<file path="src/rtl/tm_pkg.sv">
// Shared types, widths and status codes of the triangle metrics engine.
package tm_pkg;

  localparam int SIDE_W        = 16;
  localparam int FRAC_BITS_DEF = 4;
  localparam int STATUS_W      = 2;
  localparam int PER_W         = SIDE_W + 2;      // a+b+c
  localparam int DIF_W         = SIDE_W + 1;      // b+c-a, b+c, 2a
  localparam int P1_W          = 2 * SIDE_W + 3;  // per * (b+c-a)
  localparam int P2_W          = 2 * SIDE_W + 2;  // (a+c-b) * (a+b-c)
  localparam int SQ_W          = 2 * SIDE_W;      // squares and side products
  localparam int MED_W         = 2 * SIDE_W + 2;  // 2b^2 + 2c^2 - a^2
  localparam int SQ_IN_W       = 4 * SIDE_W + 2;  // radicands
  localparam int ROOT_W        = SQ_IN_W / 2;
  localparam int MET_W         = 17;
  localparam int AREA_W        = 27;
  localparam int QUEUE_DEPTH   = 4;
  localparam int IN_DATA_W     = 3 * SIDE_W;
  localparam int OUT_DATA_W    = STATUS_W + PER_W + AREA_W + 9 * MET_W;

  typedef enum logic [STATUS_W-1:0] {
    ST_OK   = 2'd0,
    ST_ZERO = 2'd1,
    ST_INEQ = 2'd2
  } tm_status_e;

  // Classified item handed from the front end to the back end.
  typedef struct packed {
    tm_status_e         status;
    logic [SIDE_W-1:0]  a;
    logic [SIDE_W-1:0]  b;
    logic [SIDE_W-1:0]  c;
    logic [PER_W-1:0]   per;
    logic [DIF_W-1:0]   da;
    logic [DIF_W-1:0]   db;
    logic [DIF_W-1:0]   dc;
  } tm_item_t;

  // Result, last member lowest: status sits in bit 0 upwards.
  typedef struct packed {
    logic [MET_W-1:0]   bis_c;
    logic [MET_W-1:0]   bis_b;
    logic [MET_W-1:0]   bis_a;
    logic [MET_W-1:0]   med_c;
    logic [MET_W-1:0]   med_b;
    logic [MET_W-1:0]   med_a;
    logic [MET_W-1:0]   hgt_c;
    logic [MET_W-1:0]   hgt_b;
    logic [MET_W-1:0]   hgt_a;
    logic [AREA_W-1:0]  area;
    logic [PER_W-1:0]   per;
    tm_status_e         status;
  } tm_result_t;

endpackage

</file>
<file path="src/rtl/tm_front.sv">
// Front end: takes sides, checks them and forms perimeter and differences.
module tm_front import tm_pkg::*; (
  input  logic              clk_i,
  input  logic              rst_ni,
  input  logic              in_valid_i,
  output logic              in_ready_o,
  input  logic [SIDE_W-1:0] side_a_i,
  input  logic [SIDE_W-1:0] side_b_i,
  input  logic [SIDE_W-1:0] side_c_i,
  output logic              item_valid_o,
  input  logic              item_ready_i,
  output tm_item_t          item_o
);

  logic     valid_q;
  tm_item_t item_q, item_d;
  logic [DIF_W-1:0] ab_w, ac_w, bc_w;

  assign in_ready_o   = !valid_q || item_ready_i;
  assign item_valid_o = valid_q;
  assign item_o       = item_q;

  always_comb begin
    ab_w = DIF_W'(side_a_i) + DIF_W'(side_b_i);
    ac_w = DIF_W'(side_a_i) + DIF_W'(side_c_i);
    bc_w = DIF_W'(side_b_i) + DIF_W'(side_c_i);
    item_d.a   = side_a_i;
    item_d.b   = side_b_i;
    item_d.c   = side_c_i;
    item_d.per = PER_W'(ab_w) + PER_W'(side_c_i);
    item_d.da  = bc_w - DIF_W'(side_a_i);
    item_d.db  = ac_w - DIF_W'(side_b_i);
    item_d.dc  = ab_w - DIF_W'(side_c_i);
    // zero side wins over the inequality check
    if (side_a_i == '0 || side_b_i == '0 || side_c_i == '0) begin
      item_d.status = ST_ZERO;
    end else if (ab_w <= DIF_W'(side_c_i) || ac_w <= DIF_W'(side_b_i) ||
                 bc_w <= DIF_W'(side_a_i)) begin
      item_d.status = ST_INEQ;
    end else begin
      item_d.status = ST_OK;
    end
  end

  always_ff @(posedge clk_i or negedge rst_ni) begin
    if (!rst_ni) begin
      valid_q <= 1'b0;
    end else if (in_ready_o) begin
      valid_q <= in_valid_i;
    end
  end

  always_ff @(posedge clk_i) begin
    if (in_valid_i && in_ready_o) begin
      item_q <= item_d;
    end
  end

endmodule

</file>
<file path="config.mk">
export PLATFORM = sky130hd
export DESIGN_NAME = tm_front
export DESIGN_NICKNAME = d
export VERILOG_FILES = /design/src/rtl/tm_pkg.sv /design/src/rtl/tm_front.sv
export SDC_FILE = /design/constraint.sdc
export NUM_CORES = 1
export LEC_CHECK = 0
export ABC_AREA = 1
export BUFFER_PORTS_ARGS = -buffer_cell sky130_fd_sc_hd__buf_2
export CORE_MARGIN = 2
export CORE_UTILIZATION = 35
export CTS_CLUSTER_SIZE = 40
export DETAILED_ROUTE_END_ITERATION = 8
export PLACE_DENSITY_LB_ADDON = 0.12
export SLEW_MARGIN = 5
export SYNTH_ARGS = -nofsm -noshare
export SYNTH_HDL_FRONTEND = slang
export SYNTH_SLANG_ARGS = --single-unit
</file>
<file path="constraint.sdc">
create_clock -name clk_i -period 6.95 [get_ports clk_i]
set_clock_uncertainty 0.1 [all_clocks]
set_input_delay 0.695 -clock clk_i [delete_from_list [all_inputs] [get_ports clk_i]]
set_output_delay 0.695 -clock clk_i [all_outputs]
set_load 0.005 [all_outputs]
</file>
* Yosys cells after proc, flatten, opt, wreduce, memory -nomap -nowiden
Index checks and enable logic that the tools add are counted.
** Operators by class
- Add/sub/neg operators :: 7
- Magnitude comparators :: 3
- Mux-type cells :: 1
- Reductions and logical operators :: 10
** Operator list (number)
- $add A16 B16 Y17 :: 3
- $le A17 B16 Y1 :: 3
- $sub A17 B16 Y17 :: 3
- $logic_not A16 Y1 :: 3
- $add A17 B16 Y18 :: 1
- $logic_or A1 B1 Y1 :: 5
- $mux W2 :: 1
- $logic_and A1 B1 Y1 :: 1
- $logic_not A1 Y1 :: 1
** Storage, ports and cells
- Flip-flop bits (word level) :: 120
- Word-level logic and storage cells :: 30

* Depth between registers and ports, before layout
Gate-level depths: netlist (run 1).
- Depth in word-level cells :: 5
- Depth in mapped cells :: 22

* Worst setup path after synthesis (run 1)
OpenSTA, ideal clock, no wires.
- Path type :: input to register
- Start :: input port in_valid_i
- End :: register item_q (netlist bit item_o[100]) (enable)
- Setup time :: 0.634 ns
- Arrival time :: 6.422 ns
- Required time :: 6.216 ns
- Setup slack :: -0.206 ns
- Stages :: 2
- Buffers on the path :: 0
- Cell sequence :: inv_1 -> a21oi_1
** On the way
- Cells in the longest elaborated chain, start to end :: 1
** RTL lines
- start, declared :: line tm_front.sv:5 : input logic in_valid_i,
- $logic_and A1 B1 Y1 :: line tm_front.sv:54 : if (in_valid_i && in_ready_o) begin
- end signal, assigned :: line tm_front.sv:55 : item_q <= item_d;
- end, declared :: line tm_front.sv:16 : tm_item_t item_q, item_d;
Every way passes these cells.
A chain may end at the register's enable or synchronous reset.

* Worst setup path in the final report (run 1)
- Start :: input port side_a_i[0]
- End :: register item_q (netlist bit item_o[118]) (data pin)
** On the way
- Cells in the longest elaborated chain, start to end :: 5
- Elaborated cells between the ends (all ways) :: 11
- Those cells by class :: add/sub (2); order compare (3); mux (1); reduce/logical (5)
** RTL lines
- start, declared :: line tm_front.sv:7 : input logic [SIDE_W-1:0] side_a_i,
- $add A16 B16 Y17 (on tied branches) :: line tm_front.sv:24, tm_front.sv:25
- $le A17 B16 Y1 :: line tm_front.sv:37 : end else if (ab_w <= DIF_W'(side_c_i) || ac_w <= DIF_W'(side_b_i) ||
- $logic_or A1 B1 Y1 (2 in a row) :: line tm_front.sv:37
- $mux W2 :: line tm_front.sv:37
Several ways; a longest one is shown, not always the timed one.

==> metrics.yaml, run 1 <==
yosys:
  synth-main-ff-cell: "edfxtp_1"
  syn_nets: 1186
  seq_area_frac_synth_pct: 38.2
  synth_top_cell_by_area: "edfxtp_1"
  synthTopCellsByCount: "166 x nand2_1, 140 x inv_1, 118 x edfxtp_1, 113 x ha_1, 82 x a21oi_1"
  yosys.area.top_type_share_pct: 37.9
  ys_seq_elements: 119
  synth-edff-count: 118
  synthTopCellsByArea: "edfxtp_1 38%, ha_1 15%, nand2_1 6.7%"
  synth_area_per_cell_um2: 9.21
  synth_cell_type_count: 47
  synth_async_sr_flop_share_pct: 0.840
  syn_area_um2: 9340
  yosysWarnings: 0
  yosysMostFrequentCell: "nand2_1"
  synth_cells: 1014
clocking:
  htreeDepth: 4
  clock_latency_ns: 0.42
  cts_buffers: 17
  path_clk_slew_ns: 0.06
  clock_path_buffers: 2
  clockRootBuffer: "clkbuf_16"
  cts_sinks: 119
  cts_tree: "done"
min_path:
  hold_path_end: "item_valid_o"
  hold_path_depth: 3
  hold_class: "in -> reg"
  hp-start: "in_valid_i"
power_and_ir_drop:
  power_per_cell_area_nw_per_um2: 280
  power.total_uw: 3130
  p_leak_uw: 0.00530
  max-vdd-ir-drop_mv: 0.121
sta:
  relSlewSlack_pct: 44.9
  min_period_over_period_pct: 52.4
  worst_pin_slew_ns: 0.827
  hold_violations: 0
  rsz0062_at_grt: "no"
  finalSetupTns_ns: 0
  setup_violations: 0
  period_needed_ns: 3.64
  max_freq_mhz: 275
  slew_violations: 0
final_layout:
  post-route-util_pct: 42.8
  fin_nets: 1370
  register_area_um2: 3570
  fillers: 2627
  multiInputGateArea_um2: 5140
  syn2layout_area_growth_pct: 19.6
  final_area_um2: 11200
  finalNonFillerCells: 1547
  drive_gt1_share_pct: 22.8
setup_path:
  regToRegEndpoint: "item_o[96]"
  critPathMaxFanout: 6
  reg2reg_from: "item_valid_o"
  cp-end-kind: "flop"
  path_class: "in -> reg"
  ff2ff_setup_slack_ns: 4.53
  slowest_delay_ns: 0.44
  critPathArrivalTime_ns: 3.73
  cp_data_required_time_ns: 7.04
  path_cells: "buf_2, ha_1, inv_1, fa_1, nand3b_1, nand2_1, nand2_1, nand2_2, a21oi_1, o21bai_1, xor2_1, ha_1, inv_1, o21bai_1, a21oi_1, nand3_1, a21oi_1, nor2_1, nand3_1, nand2_1, inv_1"
  crit_slowest_cell: "ha_1"
  start_kind: "primary input"
  ff2ff_path_depth: 3
floorplan:
  ios: 173
  design.die.area_um2: 28000
  die_w_um: 167
  initial_core_util_pct: 35.7
  dieHeight_um: 167
  core_area_um2: 26100
  row_count: 59
routing:
  vias_per_cell: 4.87
  first_iter_violations: 373
  wl_per_cell_um: 17.1
  num_vias: 7530
  drc_errors: 14
  routed_wl_mm: 26.5
  first_pass_iters: 7
  final_antenna_net_count: 0
placement:
  placed_area_um2: 10600
  gp_congestion: 0.863
  port_buffers: 172
  dp_hpwl_mm: 21.1
  dp_cells: 1513
global_route:
  overflow: 0
  grt_pass1_vias: 7602
  grt_max_degree: 66
  antenna_found_initial: 1
  grtUsageTotal_pct: 19.3
  grt_pass1_wl_mm: 41.4
run_status:
  status: "finished, violations left"
  violations: "design-rule violations"
flow_run:
  max-cap-violations: 0
-- metrics by stage --
step           hold slack, ns  setup slack, ns
4_1_cts                 0.390             3.34
2_1_floorplan           0.299             2.22
3_3_place_gp            0.371             2.97
6_report                0.407             3.31
3_5_place_dp            0.371             2.89
5_1_grt                 0.402             3.02
-- report_power, final --
| part | switching (uW) | internal, uW |
|---|---|---|
| Sequential | 27.4 | 970 |
| Clock | 348 | 559 |
| Combinational | 754 | 468 |
| Total | 1130 | 2000 |
-- final cells by class --
type / count / area share (%)
clock buffers: 18 / 3.84
diodes: 1 / 0.0224
flip-flops and latches: 119 / 31.9
clock inverters: 14 / 1.40
multi-input cells: 735 / 46.1
inverters: 150 / 5.06
well taps: 335 / 3.75
repair buffers: 175 / 7.93
-- worst max-delay path, delay by kind of cell --
kind                       cells  cell delay [ns]
AOI/OAI and AO/OA              5             0.65
and+or+nand+nor                8             0.84
adders and majority gates      3             1.05
buffers and inverters          4             0.38
xor gates and xnor gates       1             0.12
-- registers in the layout, indices dropped and copies added, names as in the netlist --
signal / flops
item_valid_o: 1
item_o: 118
-- cells in the final DEF (no fill, tap or decap), types with 13 or more instances in the layout --
cell         n
a21oi_1     81
xor2_1      69
nor2_1      60
inv_1      140
edfxtp_1   118
nand2_1    166
nand2_2     15
ha_1       113
clkbuf_16   17
a21o_1      16
nand4_1     16
buf_2      172
a21oi_2     17
xnor2_1     33
nand3_1     45
a31oi_1     13
-- worst max-delay path by stage --
stage,from,to,cells past startpoint
2_1_floorplan,item_ready_i,item_o[100],2
3_3_place_gp,side_b_i[0],item_o[118],21
3_5_place_dp,side_b_i[0],item_o[118],22
4_1_cts,side_b_i[0],item_o[118],22
5_1_grt,side_b_i[0],item_o[118],21
6_report,side_a_i[0],item_o[118],21
-- cells by family (layout without fill, tap and decap cells) --
family                   count (synthesis)  count (layout)  share of synthesized area (%)
AO/OA/AOI/OAI                          177             177                           12.2
XOR/XNOR                               102             102                           9.57
adder cells (fa/ha/maj)                120             120                           16.6
buffers and inverters                  160             357                           6.82
flip-flops                             119             119                           38.2
other                                    0               1                              0
AND/OR/NAND/NOR                        336             336                           16.5
-- per-layer routing --
layer | share of wire, % | global-route usage (%) | vias up
met5 | 0 | 0 | -
met4 | 2.0 | 6.20 | 0
met3 | 4.9 | 3.78 | 34
met2 | 47 | 31.9 | 204
met1 | 46 | 25.5 | 3460
li1 | - | - | 3832
-- what timing repair did --
item,4_1_cts,5_1_grt
buffers inserted,0,0
hold buffers,1,0
resized for setup,0,0
hold endpoints to repair,1,0
No activity file was read; power rests on OpenSTA's default activity.
==> run 2: changes to the inputs <==
==> constraint.sdc (replaced) <==
create_clock -name clk_i -period 2.9 [get_ports clk_i]
set_clock_uncertainty 0.1 [all_clocks]
set_input_delay 0.29 -clock clk_i [delete_from_list [all_inputs] [get_ports clk_i]]
set_output_delay 0.29 -clock clk_i [all_outputs]
set_load 0.005 [all_outputs]
==> metrics.yaml, run 2 (synthesized netlist as in run 1, its figures left out) <==
routing:
  routed.top_layer: "met5"
  first_pass_iters: 6  # -1
  final_antenna_net_count: 0  # unchanged
  drc_errors: 12  # -2
  met3_length_um: 927  # -28%
  routed_wl_mm: 29.4  # +11%
  vias_per_cell: 4.62  # -5.0%
  first_iter_violations: 330  # -12%
  wl_per_cell_um: 15.9  # -6.8%
  wl_met2_mm: 14.6  # +18%
  wl_met1_mm: 13.4  # +10%
  num_vias: 8527  # +13%
placement:
  gp_congestion: 0.944  # +9.4%
  port_buffers: 172  # unchanged
  placed_area_um2: 12800  # +21%
  dp_hpwl_mm: 23.7  # +12%
sta:
  rsz0062_at_grt: "yes"
  relSlewSlack_pct: 57.9  # +13 points
  setup_violations: 0  # unchanged
  max_freq_mhz: 358
  finalSetupTns_ns: 0  # unchanged
  worst_pin_slew_ns: 0.631  # -0.196 ns
  holdWs_ns: 0.0356  # -0.371 ns
  period_needed_ns: 2.80
  hold_violations: 0  # unchanged
  slew_violations: 0  # unchanged
  min_period_over_period_pct: 96.4
min_path:
  hp-start: "side_b_i[13]"
  hold_path_depth: 1  # -2
  hold_path_end: "item_o[98]"
  hold_class: "in -> reg"
flow_run:
  max-cap-violations: 0  # unchanged
setup_path:
  critPathMaxFanout: 5  # -1
  reg2reg_from: "item_valid_o"
  cp-end-kind: "flop"
  cp_data_required_time_ns: 2.98  # -4.06 ns
  ff2ff_path_depth: 2  # -1
  regToRegEndpoint: "item_o[92]"
  path_class: "in -> reg"
  critPathArrivalTime_ns: 2.88  # -0.85 ns
  start_kind: "primary input"
  ff2ff_setup_slack_ns: 1.17  # -3.36 ns
clocking:
  clock_path_buffers: 2  # unchanged
  clockRootBuffer: "clkbuf_16"
  clock_latency_ns: 0.42  # about the same
  path_clk_slew_ns: 0.06  # about the same
  cts_tree: "done"
  cts_buffers: 17  # unchanged
  htreeDepth: 4  # unchanged
  cts_sinks: 119  # unchanged
floorplan:
  initial_core_util_pct: 35.7  # unchanged
  dieHeight_um: 167  # unchanged
  ios: 173  # unchanged
  design.die.area_um2: 28000  # unchanged
  row_count: 59  # unchanged
  die_w_um: 167  # unchanged
  core_area_um2: 26100  # unchanged
final_layout:
  fin_nets: 1670  # +22%
  fillers: 2453  # -6.6%
  final_common_cell: "buf_4"
  syn2layout_area_growth_pct: 50.9
  post-route-util_pct: 53.9  # +11 points
  mostFrequentLayoutCells: "298 x buf_4, 167 x buf_2, 148 x nand2_1, 134 x inv_1, 118 x edfxtp_1"
  n_antenna_cell: 0  # -1
  largest_reg_flops: 118  # unchanged
  drive_gt1_share_pct: 44.8  # +22 points
  final_area_um2: 14100  # +26%
global_route:
  overflow: 0  # unchanged
  grt_max_degree: 38  # -42%
  grt_pass1_wl_mm: 45.2  # +9.2%
  antenna_found_initial: 1  # unchanged
  grt_pass1_vias: 8646  # +14%
  grtUsageTotal_pct: 20.8  # +1.6 points
power_and_ir_drop:
  max-vdd-ir-drop_mv: 0.328  # +170%
  power_per_cell_area_nw_per_um2: 625  # +120%
  p_leak_uw: 0.00682  # +29%
run_status:
  status: "finished, violations left"
  violations: "design-rule violations"
## run 2: report_power, final
part / leakage, uW / switching [uW] / total, uW / internal (uW)
combinational: 0.00542 / 2160 / 4250 / 2090
clock: 0.000272 / 836 / 2170 / 1340
sequential: 0.00113 / 62.7 / 2380 / 2320
total: 0.00682 / 3060 / 8800 / 5750
## run 2: final cells by class
type                            count  area (um^2)  share of cell area [%]
Inverter                          150          572                    4.06
Multi-Input combinational cell    735         5740                    40.7
Clock inverter                     14          159                    1.13
Sequential cell                   119         3570                    25.3
Clock buffer                       17          425                    3.02
Timing Repair Buffer              475         3210                    22.8
Tap cell                          335          419                    2.97
## run 2: through the flow
step | power (uW) | cells | setup WS (ns)
after global placement | 6330 | 1794 | -0.676
after detailed placement | 6330 | 1794 | -0.656
final | 8800 | 1845 | 0.103
after floorplan | 4500 | 1014 | -0.0662
after global routing | 9360 | 1845 | -0.0654
after CTS | 8570 | 1829 | -0.00485
## run 2: worst max path at each step
stage | startpoint | slack (ns) | end
after floorplan | side_a_i[1] | -0.07 | item_o[118]
after global placement | side_a_i[1] | -0.68 | item_o[118]
after detailed placement | side_a_i[1] | -0.66 | item_o[118]
after CTS | side_a_i[2] | -0.005 | item_o[118]
after global routing | side_a_i[4] | -0.07 | item_o[118]
final | side_b_i[4] | 0.10 | item_o[118]
## run 2: timing repair
| action | 4_1_cts | 5_1_grt |
|---|---|---|
| setup buffers | 2 | 16 |
| pin swaps | 7 | 64 |
| resized for setup | 8 | 123 |
| hold buffers | 2 | 0 |
| endpoints found under the setup margin | 2 | 31 |
| endpoints found under the hold margin | 2 | 0 |
## run 2: critical path, cell delays in order
cell	delay [ns]
buf_2	0.13
buf_4	0.13
ha_1	0.36
a21oi_2	0.15
o21ai_1	0.08
nand2_1	0.07
nand4_1	0.17
a31oi_1	0.26
xnor2_1	0.18
ha_1	0.32
nand2_1	0.08
inv_1	0.05
nand3_1	0.09
nor2_1	0.06
nand3_1	0.12
nand3_2	0.09
nor2_2	0.10
nand3_1	0.06
nand2_1	0.06
inv_1	0.03
## run 2: per-layer routing
| layer | up-vias | track usage [%] |
|---|---|---|
| met2 | 146 | 37.5 |
| met4 | 2 | 4.16 |
| li1 | 4425 | - |
| met1 | 3928 | 26.5 |
| met3 | 26 | 3.31 |
| met5 | - | 0 |
