**src/rtl/tm_pkg.sv**
```systemverilog
// Shared types, widths and status codes of the triangle metrics engine.
package tm_pkg;

  localparam int SIDE_W        = 16;
  localparam int FRAC_BITS_DEF = 4;
  localparam int STATUS_W      = 2;
  localparam int PER_W         = SIDE_W + 2;      // a+b+c
  localparam int DIF_W         = SIDE_W + 1;      // b+c-a, b+c, 2a
  localparam int P1_W          = 2 * SIDE_W + 3;  // per * (b+c-a)
  localparam int P2_W          = 2 * SIDE_W + 2;  // (a+c-b) * (a+b-c)
  localparam int SQ_W          = 2 * SIDE_W;      // squares and side products
  localparam int MED_W         = 2 * SIDE_W + 2;  // 2b^2 + 2c^2 - a^2
  localparam int SQ_IN_W       = 4 * SIDE_W + 2;  // radicands
  localparam int ROOT_W        = SQ_IN_W / 2;
  localparam int MET_W         = 17;
  localparam int AREA_W        = 27;
  localparam int QUEUE_DEPTH   = 4;
  localparam int IN_DATA_W     = 3 * SIDE_W;
  localparam int OUT_DATA_W    = STATUS_W + PER_W + AREA_W + 9 * MET_W;

  typedef enum logic [STATUS_W-1:0] {
    ST_OK   = 2'd0,
    ST_ZERO = 2'd1,
    ST_INEQ = 2'd2
  } tm_status_e;

  // Classified item handed from the front end to the back end.
  typedef struct packed {
    tm_status_e         status;
    logic [SIDE_W-1:0]  a;
    logic [SIDE_W-1:0]  b;
    logic [SIDE_W-1:0]  c;
    logic [PER_W-1:0]   per;
    logic [DIF_W-1:0]   da;
    logic [DIF_W-1:0]   db;
    logic [DIF_W-1:0]   dc;
  } tm_item_t;

  // Result, last member lowest: status sits in bit 0 upwards.
  typedef struct packed {
    logic [MET_W-1:0]   bis_c;
    logic [MET_W-1:0]   bis_b;
    logic [MET_W-1:0]   bis_a;
    logic [MET_W-1:0]   med_c;
    logic [MET_W-1:0]   med_b;
    logic [MET_W-1:0]   med_a;
    logic [MET_W-1:0]   hgt_c;
    logic [MET_W-1:0]   hgt_b;
    logic [MET_W-1:0]   hgt_a;
    logic [AREA_W-1:0]  area;
    logic [PER_W-1:0]   per;
    tm_status_e         status;
  } tm_result_t;

endpackage

```
**src/rtl/tm_queue.sv**
```systemverilog
// Short FIFO of classified items between front and back end.
module tm_queue import tm_pkg::*; (
  input  logic     clk_i,
  input  logic     rst_ni,
  input  logic     push_i,
  input  tm_item_t item_i,
  output logic     full_o,
  input  logic     pop_i,
  output logic     empty_o,
  output tm_item_t item_o
);

  localparam int PTR_W = $clog2(QUEUE_DEPTH);

  tm_item_t         mem_q [QUEUE_DEPTH];
  logic [PTR_W-1:0] wr_ptr_q, rd_ptr_q;
  logic [PTR_W:0]   count_q;
  logic             do_push_w, do_pop_w;

  assign full_o    = (count_q == (PTR_W+1)'(QUEUE_DEPTH));
  assign empty_o   = (count_q == '0);
  assign item_o    = mem_q[rd_ptr_q];
  assign do_push_w = push_i && !full_o;
  assign do_pop_w  = pop_i && !empty_o;

  always_ff @(posedge clk_i or negedge rst_ni) begin
    if (!rst_ni) begin
      wr_ptr_q <= '0;
      rd_ptr_q <= '0;
      count_q  <= '0;
    end else begin
      if (do_push_w) wr_ptr_q <= wr_ptr_q + 1'b1;
      if (do_pop_w)  rd_ptr_q <= rd_ptr_q + 1'b1;
      if (do_push_w && !do_pop_w) begin
        count_q <= count_q + 1'b1;
      end else if (do_pop_w && !do_push_w) begin
        count_q <= count_q - 1'b1;
      end
    end
  end

  always_ff @(posedge clk_i) begin
    if (do_push_w) begin
      mem_q[wr_ptr_q] <= item_i;
    end
  end

endmodule

```
**config.mk**
```make
export PLATFORM = sky130hd
export DESIGN_NAME = tm_queue
export DESIGN_NICKNAME = d
export VERILOG_FILES = /design/src/rtl/tm_pkg.sv /design/src/rtl/tm_queue.sv
export SDC_FILE = /design/constraint.sdc
export NUM_CORES = 1
export LEC_CHECK = 0
export ABC_AREA = 1
export BUFFER_PORTS_ARGS = -buffer_cell sky130_fd_sc_hd__buf_2
export CAP_MARGIN = 15
export CORE_MARGIN = 2
export CORE_UTILIZATION = 45
export CTS_CLUSTER_DIAMETER = 50
export CTS_CLUSTER_SIZE = 40
export DETAILED_ROUTE_END_ITERATION = 10
export PLACE_DENSITY = 0.72
export SYNTH_ARGS = -nofsm -noshare
export SYNTH_HDL_FRONTEND = slang
export SYNTH_SLANG_ARGS = --single-unit
```
**constraint.sdc**
```tcl
create_clock -name clk_i -period 8.1 [get_ports clk_i]
set_input_delay 0.81 -clock clk_i [delete_from_list [all_inputs] [get_ports clk_i]]
set_output_delay 0.81 -clock clk_i [all_outputs]
set_load 0.01 [all_outputs]
```
== After elaboration in Yosys (flattened, before gate mapping) ==
Memories as Yosys holds them, arrays and structs flattened.
Cells that the tools add are included.
Word-level totals
  input port bits: 123
  memory bits (writable): 476
  memories: 1
  word-level logic and storage cells: 23
  output and inout port bits: 121
  latch bits: 0
  register bits: 7
  ROM bits: 0
Memories
  mem_q: words 4, bits a word 119, read ports 1, clocked after memory_dff 0, write ports 1, line tm_queue.sv:15  | tm_item_t mem_q [QUEUE_DEPTH];
Cells by class
  multiply operators: 0
  bitwise gates (word level): 0
  eq/ne operators: 1
  shift operators: 0
  mux-type cells: 4
  reduce and logical (&&, ||, !) cells: 10
  $lt $le $gt $ge: 0
  div/mod/pow operators: 0
  add/subtract/negate cells: 4
Operator list (number)
  $mux 3: 2
  $add 2x1->2 const B: 2
  $logic_and 1x1->1: 4
  $logic_not 1->1: 4
  $add 3x1->3 const B: 1
  $eq 3x3->1 const B: 1
  $logic_not 3->1: 1
  $sub 3x1->3 const B: 1
  $mux 1: 2
  $reduce_bool 2->1: 1

== Logic depth before layout (Yosys ltp) ==
Gate-level depths: netlist of run 1.
  depth after elaboration: 7
  mapped depth: 12

== Worst setup path after synthesis of run 1 ==
No wires, ideal clock.
  kind: input -> register
  start: in push_i
  end: mem mem_q[0][0] (netlist bit), enable pin
  required time: 7501 ps
  arrival: 5901 ps
  cell stages on the path: 2
  path slack: 1600 ps
  cell sequence: nand2_1 -> nor2_1
On the way
  longest elaborated chain between the ends: 3
RTL lines
  start, declared: line tm_queue.sv:5  | input logic push_i,
  $logic_and 1x1->1: line tm_queue.sv:23  | assign do_push_w = push_i && !full_o;
  $mux 1: line tm_queue.sv:43  | if (do_push_w) begin
  $mux 1 (not written as such): line tm_queue.sv:44  | mem_q[wr_ptr_q] <= item_i;
  end, declared: line tm_queue.sv:15
No other way between the ends.

==> results of run 1 <==
-- worst max-delay path: cells and delay by family, from the launching register on --
family,cells,cell delay [ns]
flip-flops,1,0.48
AND/OR/NAND/NOR,1,0.09
buffers and inverters,3,1.13
AO/OA/AOI/OAI,1,0.49
-- power by group --
group / internal (uW) / total [uW] / switching (uW) / leakage (uW)
Clock: 1120 / 2080 / 961 / 0.000711
Combinational: 825 / 2630 / 1800 / 0.00379
Sequential: 3290 / 3390 / 108 / 0.00444
-- path summary, 6_finish.rpt --
path                                end  slack, ns  depth (start not counted)
max                          item_o[32]       3.84                          5
min                         wr_ptr_q[1]       0.06                          1
max reg2reg                mem_q[0][33]       5.34                          5
min reg2reg                  count_q[2]       0.53                          2
max in group asynchronous   rd_ptr_q[1]       7.86                          1
min in group clk_i         mem_q[3][99]       0.45                          1
-- cell type report --
type | count | area share
sequential | 483 | 0.6490
multi-input combinational | 633 | 0.1514
timing repair buffer | 254 | 0.05936
clock buffer | 51 | 0.05246
inverter | 255 | 0.04360
tap | 539 | 0.03024
clock inverter | 30 | 0.01375
antenna | 1 | 0.0001122
-- per-stage QoR --
stage	instances	power, uW	util	hold WS (ns)
6_report	2246	8098	0.5292	0.06419
5_1_grt	2245	8569	0.5292	0.04232
4_1_cts	2245	8205	0.5292	0.03097
3_5_place_dp	2164	6119	0.4941	0.5060
3_3_place_gp	2164	6056	0.4941	0.4747
2_1_floorplan	1450	5315	-	0.4628
-- synth_stat cells, types with 4 or more instances --
| cell | number | share of area |
|---|---|---|
| sky130_fd_sc_hd__nor2_1 | 4 | 0.00078 |
| sky130_fd_sc_hd__dfrtp_1 | 7 | 0.0091 |
| sky130_fd_sc_hd__ha_1 | 5 | 0.0032 |
| sky130_fd_sc_hd__buf_6 | 25 | 0.015 |
| sky130_fd_sc_hd__nand2_1 | 375 | 0.073 |
| sky130_fd_sc_hd__edfxtp_1 | 476 | 0.74 |
| sky130_fd_sc_hd__buf_2 | 45 | 0.012 |
| sky130_fd_sc_hd__clkbuf_1 | 9 | 0.0017 |
| sky130_fd_sc_hd__o211ai_1 | 238 | 0.092 |
| sky130_fd_sc_hd__nand3_1 | 7 | 0.0018 |
| sky130_fd_sc_hd__inv_1 | 253 | 0.049 |
-- routing by layer --
metal	vias up	share of wire
met5	-	0.0022
met4	12	0.026
met3	75	0.064
met2	264	0.50
met1	5409	0.41
li1	5514	-
-- sequential cells by signal, summed over array words and instances (netlist names) --
signal    flops
count_q       3
mem_q       476
wr_ptr_q      2
rd_ptr_q      2
-- cells by family after synthesis --
logic type      Yosys count
flops                   483
simple gates            387
buf+inv                 334
compound gates          239
fa+ha+maj                 6
xor+xnor                  1
==> metrics.txt, run 1 <==
# TYPE chip_impl_metric gauge
chip_impl_info{name="worst_setup_path_end_kind",value="output pin"} 1
chip_impl_metric{name="power_per_cell_area",unit="mW/mm^2"} 363.1
chip_impl_metric{name="clock_latency",unit="ns"} 0.57
chip_impl_metric{name="fillerInstances",unit=""} 3431
chip_impl_metric{name="area_growth",unit="%"} 15.44
chip_impl_info{name="dominant_combinational_cell_family_by_area_after_synthesis",value="compound AO/OA/AOI/OAI gates"} 1
chip_impl_metric{name="ys_seq_area_frac",unit=""} 0.7491
chip_impl_metric{name="grt_pass1_wl",unit="mm"} 57.29
chip_impl_metric{name="drt_pass1_iterations",unit=""} 4
chip_impl_metric{name="synth.area.mux_share",unit=""} 0
chip_impl_metric{name="setup_viol",unit=""} 0
chip_impl_info{name="list_of_cells_traversed_by_the_critical_path",value="clkinv_8, buf_12, o211ai_1, nand2_1, buf_2"} 1
chip_impl_metric{name="io_buffers",unit=""} 243
chip_impl_info{name="layout_common_cells",value="sky130_fd_sc_hd__edfxtp_1 (476), sky130_fd_sc_hd__nand2_1 (375), sky130_fd_sc_hd__inv_1 (253)"} 1
chip_impl_metric{name="hpwl",unit="mm"} 20.92
chip_impl_metric{name="die-area",unit="mm^2"} 0.04460
chip_impl_metric{name="fraction_of_the_mapped_netlist_area_in_compound_gates",unit=""} 0.09276
chip_impl_metric{name="tightestPinTransition",unit="ns"} 1.319
chip_impl_info{name="layout_commonest_cell",value="sky130_fd_sc_hd__edfxtp_1"} 1
chip_impl_metric{name="h-tree-depth",unit=""} 2
chip_impl_metric{name="place_congestion",unit=""} 0.7439
chip_impl_metric{name="postCtsResizedCells",unit=""} 0
chip_impl_metric{name="antenna_left",unit=""} 0
chip_impl_metric{name="xor_xnor_cell_area_share_of_the_yosys_netlist",unit=""} 0.0004534
chip_impl_metric{name="synth_edf_count",unit=""} 476
chip_impl_metric{name="max-vdd-ir-drop",unit="uV"} 338.0
chip_impl_info{name="critical_path.startpoint_type",value="register"} 1
chip_impl_info{name="cp-startpoint",value="rd_ptr_q[0]"} 1
chip_impl_info{name="timing.setup.critical_path_class",value="reg -> out"} 1
chip_impl_metric{name="synth_cell_type_count",unit=""} 17
chip_impl_metric{name="gr-total-overflow",unit=""} 0
chip_impl_metric{name="pin_count_of_the_biggest_net_entering_global_routing",unit=""} 251
chip_impl_metric{name="grt.met1_usage",unit=""} 0.1954
chip_impl_metric{name="use_met2",unit=""} 0.2931
chip_impl_info{name="clock_root_cell",value="sky130_fd_sc_hd__clkbuf_16"} 1
chip_impl_metric{name="cts_inserted_buffers",unit=""} 44
chip_impl_info{name="grt-busiest-layer",value="met2"} 1
chip_impl_metric{name="finalClockSkew",unit="ns"} 0.01635
chip_impl_metric{name="drv_slew",unit=""} 0
chip_impl_metric{name="dieWidth",unit="um"} 211.2
chip_impl_metric{name="power.leakage",unit="uW"} 0.008945
chip_impl_metric{name="postSynthRegisterBits",unit=""} 483
chip_impl_metric{name="slowest_delay",unit="ns"} 0.51
chip_impl_metric{name="final-seq-area",unit="mm^2"} 0.01447
chip_impl_metric{name="fp.dieH",unit="um"} 211.2
chip_impl_metric{name="placeableCoreArea",unit="mm^2"} 0.04213
chip_impl_metric{name="synthesis.instances",unit=""} 1450
chip_impl_metric{name="viasPerCell",unit=""} 5.020
chip_impl_metric{name="timing.final.crit_period",unit="ns"} 4.261
chip_impl_metric{name="share_of_the_clock_period_used_by_the_worst_path_after_layout",unit=""} 0.5261
chip_impl_metric{name="maxClockFrequency",unit="MHz"} 234.7
chip_impl_metric{name="routed_wirelength",unit="mm"} 37.88
chip_impl_metric{name="synthesis.nets",unit=""} 1579
chip_impl_metric{name="cts-hold-fix-buffers",unit=""} 0
chip_impl_metric{name="grt.met3_usage",unit=""} 0.04475
chip_impl_info{name="worst_path_cell_with_the_longest_stage_delay",value="sky130_fd_sc_hd__buf_12"} 1
chip_impl_metric{name="final_layout_size_suffix_gt1_frac",unit=""} 0.1964
chip_impl_metric{name="vias",unit=""} 11274
chip_impl_metric{name="synth_simple_gate_area_frac",unit=""} 0.07579
chip_impl_metric{name="slew-limit-headroom",unit=""} 0.1207
chip_impl_metric{name="maxCapViolCount",unit=""} 0
chip_impl_info{name="rsz0062_at_grt",value="no"} 1
chip_impl_metric{name="share_of_flip_flops_with_an_asynchronous_set_or_reset",unit=""} 0.01449
chip_impl_metric{name="start_util",unit=""} 0.4584
chip_impl_metric{name="yosysWarnings",unit=""} 0
chip_impl_metric{name="grt_usage",unit=""} 0.1668
chip_impl_metric{name="finalHoldViolCount",unit=""} 0
chip_impl_metric{name="clk_path_buf_depth",unit=""} 3
chip_impl_metric{name="routedWlPerCell",unit="um"} 16.87
chip_impl_info{name="worst_hold_path_type",value="in -> async"} 1
chip_impl_metric{name="synthesis.area",unit="mm^2"} 0.01932
chip_impl_metric{name="post_cts.repair.setup_buffers",unit=""} 0
chip_impl_metric{name="fin_nets",unit=""} 1800
chip_impl_metric{name="clkSinkCount",unit=""} 483
chip_impl_metric{name="finish.instance_area",unit="mm^2"} 0.02230
chip_impl_metric{name="boundaryPins",unit=""} 244
chip_impl_metric{name="mean_instance_size_in_the_synthesized_netlist",unit="um^2"} 13.32
chip_impl_metric{name="clk_transition_reported_paths",unit="ns"} 0.07
chip_impl_metric{name="drc",unit=""} 0
chip_impl_metric{name="grt_pass1_vias",unit=""} 10894
chip_impl_metric{name="synthAdderAreaFrac",unit=""} 0.004275
chip_impl_metric{name="critical_path.max_fanout",unit=""} 250
chip_impl_metric{name="multi_input_comb_area",unit="mm^2"} 0.003377
chip_impl_metric{name="grt_antenna_before_repair",unit=""} 7
chip_impl_metric{name="placedInstanceArea",unit="mm^2"} 0.02082
chip_impl_info{name="outcome",value="completed"} 1
chip_impl_metric{name="postLayoutSetupSlackWorst",unit="ns"} 3.839
chip_impl_metric{name="place_ws",unit="ns"} 4.781
chip_impl_info{name="r2r_start",value="count_q[0]"} 1
chip_impl_metric{name="rows",unit=""} 75
chip_impl_metric{name="critPathArrivalTime",unit="ns"} 3.45
chip_impl_info{name="yosys_most_used_dff",value="sky130_fd_sc_hd__edfxtp_1"} 1
chip_impl_metric{name="worstPathRequired",unit="ns"} 7.29
chip_impl_metric{name="dr.first_iter.drc_count",unit=""} 634
chip_impl_metric{name="final.setup.tns",unit="ns"} 0
chip_impl_info{name="tritoncts",value="yes"} 1
(Power assumes the default switching activity.)
==> run 2, diff against run 1 <==
clock period = 4.1 ns   (was 8.1 ns; I/O delays follow)
==> metrics.txt, run 2 (synthesis gave the netlist of run 1 again) <==
# TYPE chip_impl_metric gauge
chip_impl_metric{name="rows",unit=""} 75
chip_impl_metric{name="boundaryPins",unit=""} 244
chip_impl_metric{name="power.leakage",unit="uW"} 0.009097
chip_impl_metric{name="worstPathRequired",unit="ns"} 3.69
chip_impl_metric{name="routed_wirelength",unit="mm"} 38.84
chip_impl_metric{name="placedInstanceArea",unit="mm^2"} 0.02099
chip_impl_metric{name="finalClockSkew",unit="ns"} 0.02050
chip_impl_metric{name="routedWlPerCell",unit="um"} 17.19
chip_impl_info{name="regMostFlops",value="mem_q"} 1
chip_impl_metric{name="grt_usage",unit=""} 0.1731
chip_impl_metric{name="largest_register_ffs",unit=""} 476
chip_impl_metric{name="gr-total-overflow",unit=""} 0
chip_impl_info{name="largestRegisters",value="mem_q x476, count_q x3"} 1
chip_impl_metric{name="max-vdd-ir-drop",unit="uV"} 469.8
chip_impl_metric{name="maxClockFrequency",unit="MHz"} 312.2
chip_impl_metric{name="fin_nets",unit=""} 1812
chip_impl_metric{name="clkSinkCount",unit=""} 483
chip_impl_metric{name="setup_viol",unit=""} 0
chip_impl_info{name="worst_setup_path_end_kind",value="output pin"} 1
chip_impl_metric{name="clock_latency",unit="ns"} 0.58
chip_impl_info{name="rsz0062_at_grt",value="no"} 1
chip_impl_metric{name="antenna_left",unit=""} 0
chip_impl_metric{name="drt_pass1_iterations",unit=""} 5
chip_impl_metric{name="multi_input_comb_area",unit="mm^2"} 0.003377
chip_impl_metric{name="post_cts.repair.setup_buffers",unit=""} 0
chip_impl_metric{name="start_util",unit=""} 0.4584
chip_impl_metric{name="place_congestion",unit=""} 0.7771
chip_impl_metric{name="power_per_cell_area",unit="mW/mm^2"} 726.8
chip_impl_info{name="tritoncts",value="yes"} 1
chip_impl_metric{name="placeableCoreArea",unit="mm^2"} 0.04213
chip_impl_metric{name="share_of_the_clock_period_used_by_the_worst_path_after_layout",unit=""} 0.7812
chip_impl_metric{name="grt_pass1_vias",unit=""} 11023
chip_impl_metric{name="h-tree-depth",unit=""} 2
chip_impl_metric{name="viasPerCell",unit=""} 5.000
chip_impl_metric{name="maxCapViolCount",unit=""} 0
chip_impl_info{name="layout_commonest_cell",value="sky130_fd_sc_hd__edfxtp_1"} 1
chip_impl_metric{name="ff2ff_path_depth",unit=""} 5
chip_impl_metric{name="slew-limit-headroom",unit=""} 0.3863
chip_impl_metric{name="die-area",unit="mm^2"} 0.04460
chip_impl_metric{name="drc",unit=""} 0
chip_impl_metric{name="clk_path_buf_depth",unit=""} 3
chip_impl_metric{name="place.detailed.instances",unit=""} 2172
chip_impl_metric{name="critPathArrivalTime",unit="ns"} 2.79
chip_impl_metric{name="tightestPinTransition",unit="ns"} 0.9205
chip_impl_info{name="clock_root_cell",value="sky130_fd_sc_hd__clkbuf_16"} 1
chip_impl_metric{name="whs_path_depth",unit=""} 1
chip_impl_info{name="critical_path.startpoint_type",value="register"} 1
chip_impl_metric{name="finish.instance_area",unit="mm^2"} 0.02263
chip_impl_metric{name="finalHoldViolCount",unit=""} 0
chip_impl_metric{name="grt_pass1_wl",unit="mm"} 59.45
chip_impl_metric{name="fillerInstances",unit=""} 3457
chip_impl_metric{name="critical_path.max_fanout",unit=""} 200
chip_impl_metric{name="final-seq-area",unit="mm^2"} 0.01447
chip_impl_metric{name="count_of_placed_standard_cells_in_the_final_layout_fillers_left_out",unit=""} 2260
chip_impl_metric{name="drv_slew",unit=""} 0
chip_impl_metric{name="timing.final.crit_period",unit="ns"} 3.203
chip_impl_info{name="worst_hold_path_type",value="in -> reg"} 1
chip_impl_metric{name="clk_transition_reported_paths",unit="ns"} 0.07
chip_impl_metric{name="fp.dieH",unit="um"} 211.2
chip_impl_metric{name="hpwl",unit="mm"} 22.32
chip_impl_metric{name="dr.first_iter.drc_count",unit=""} 756
chip_impl_info{name="timing.setup.critical_path_class",value="reg -> out"} 1
chip_impl_metric{name="total_power",unit="uW"} 16450
chip_impl_metric{name="cts_inserted_buffers",unit=""} 45
chip_impl_metric{name="dieWidth",unit="um"} 211.2
chip_impl_metric{name="postLayoutSetupSlackWorst",unit="ns"} 0.8969
chip_impl_metric{name="grt_antenna_before_repair",unit=""} 6
chip_impl_metric{name="final_layout_size_suffix_gt1_frac",unit=""} 0.2030
chip_impl_metric{name="vias",unit=""} 11299
chip_impl_metric{name="final_core_util",unit=""} 0.5372
chip_impl_metric{name="pin_count_of_the_biggest_net_entering_global_routing",unit=""} 201
chip_impl_metric{name="place_ws",unit="ns"} 1.613
chip_impl_info{name="layout_common_cells",value="sky130_fd_sc_hd__edfxtp_1 (476), sky130_fd_sc_hd__nand2_1 (375), sky130_fd_sc_hd__inv_1 (253)"} 1
chip_impl_metric{name="io_buffers",unit=""} 243
chip_impl_metric{name="area_growth",unit="%"} 17.17
chip_impl_info{name="outcome",value="completed"} 1
run 2: cell count changes in the layout (fill, tap and decap cells not counted):
| cell | change |
|---|---|
| sky130_fd_sc_hd__buf_12 | +9 |
| sky130_fd_sc_hd__buf_4 | -1 |
| sky130_fd_sc_hd__bufinv_16 | +2 |
| sky130_fd_sc_hd__clkbuf_1 | -2 |
| sky130_fd_sc_hd__clkbuf_16 | +1 |
| sky130_fd_sc_hd__clkinv_1 | -2 |
| sky130_fd_sc_hd__clkinv_2 | -2 |
| sky130_fd_sc_hd__clkinvlp_4 | -1 |
| sky130_fd_sc_hd__diode_2 | +1 |
| sky130_fd_sc_hd__dlygate4sd3_1 | +3 |
| sky130_fd_sc_hd__inv_12 | +1 |
| sky130_fd_sc_hd__inv_16 | +1 |
| sky130_fd_sc_hd__inv_6 | +2 |
| sky130_fd_sc_hd__inv_8 | +2 |
run 2: final timing paths:
path                        startpoint           end  slack (ns)
min                         item_i[98]  mem_q[0][98]        0.04
min in group asynchronous       rst_ni   rd_ptr_q[0]        0.24
max reg2reg                 count_q[0]  mem_q[2][47]        1.74
min reg2reg                 count_q[2]    count_q[2]        0.52
max                        rd_ptr_q[0]     item_o[2]        0.90
max in group asynchronous       rst_ni   rd_ptr_q[1]        3.68
run 2: repair_timing:
action                                 in CTS  in global routing
endpoints found under the hold margin      14                  0
setup endpoints to repair                   0                  0
hold buffers                                3                  0
gates resized for setup                     0                  0
run 2: area by class of cell:
type                            instances  share of cell area
Sequential cell                       483              0.6394
Inverter                              255             0.04295
Clock inverter                         33             0.01846
Antenna cell                            2           0.0002211
Clock buffer                           50             0.05246
Multi-Input combinational cell        633              0.1492
Timing Repair Buffer                  265             0.06744
Tap cell                              539             0.02980
run 2: per-stage QoR:
stage	hold WS (ns)	TNS (ns)
2_1_floorplan	0.1144	-98.89
3_3_place_gp	0.2504	0
3_5_place_dp	0.2560	0
4_1_cts	0.0005965	0
5_1_grt	0.01259	0
6_report	0.04497	0
run 2: power breakdown:
group	internal, uW	switching [uW]	leakage [uW]	total (uW)
sequential	6480	218	0.00444	6700
combinational	1730	3600	0.00388	5330
clock	2410	2010	0.000776	4420
run 2: per-layer routing:
layer	GRT usage	vias to the layer above	part of all wire	wire length, um
met3	0.04550	59	0.067	2595
met1	0.2226	5405	0.43	16560
met2	0.2904	289	0.49	18970
met4	0.04978	8	0.017	668
li1	-	5538	-	-
met5	0	-	0.0013	52
run 2: worst max-delay path: stages (launching register included):
cell and delay [ns]:
sky130_fd_sc_hd__dfrtp_1 0.49, sky130_fd_sc_hd__clkinv_8 0.49, sky130_fd_sc_hd__buf_12 0.47, sky130_fd_sc_hd__o211ai_1 0.27
sky130_fd_sc_hd__nand2_1 0.09, sky130_fd_sc_hd__buf_2 0.14
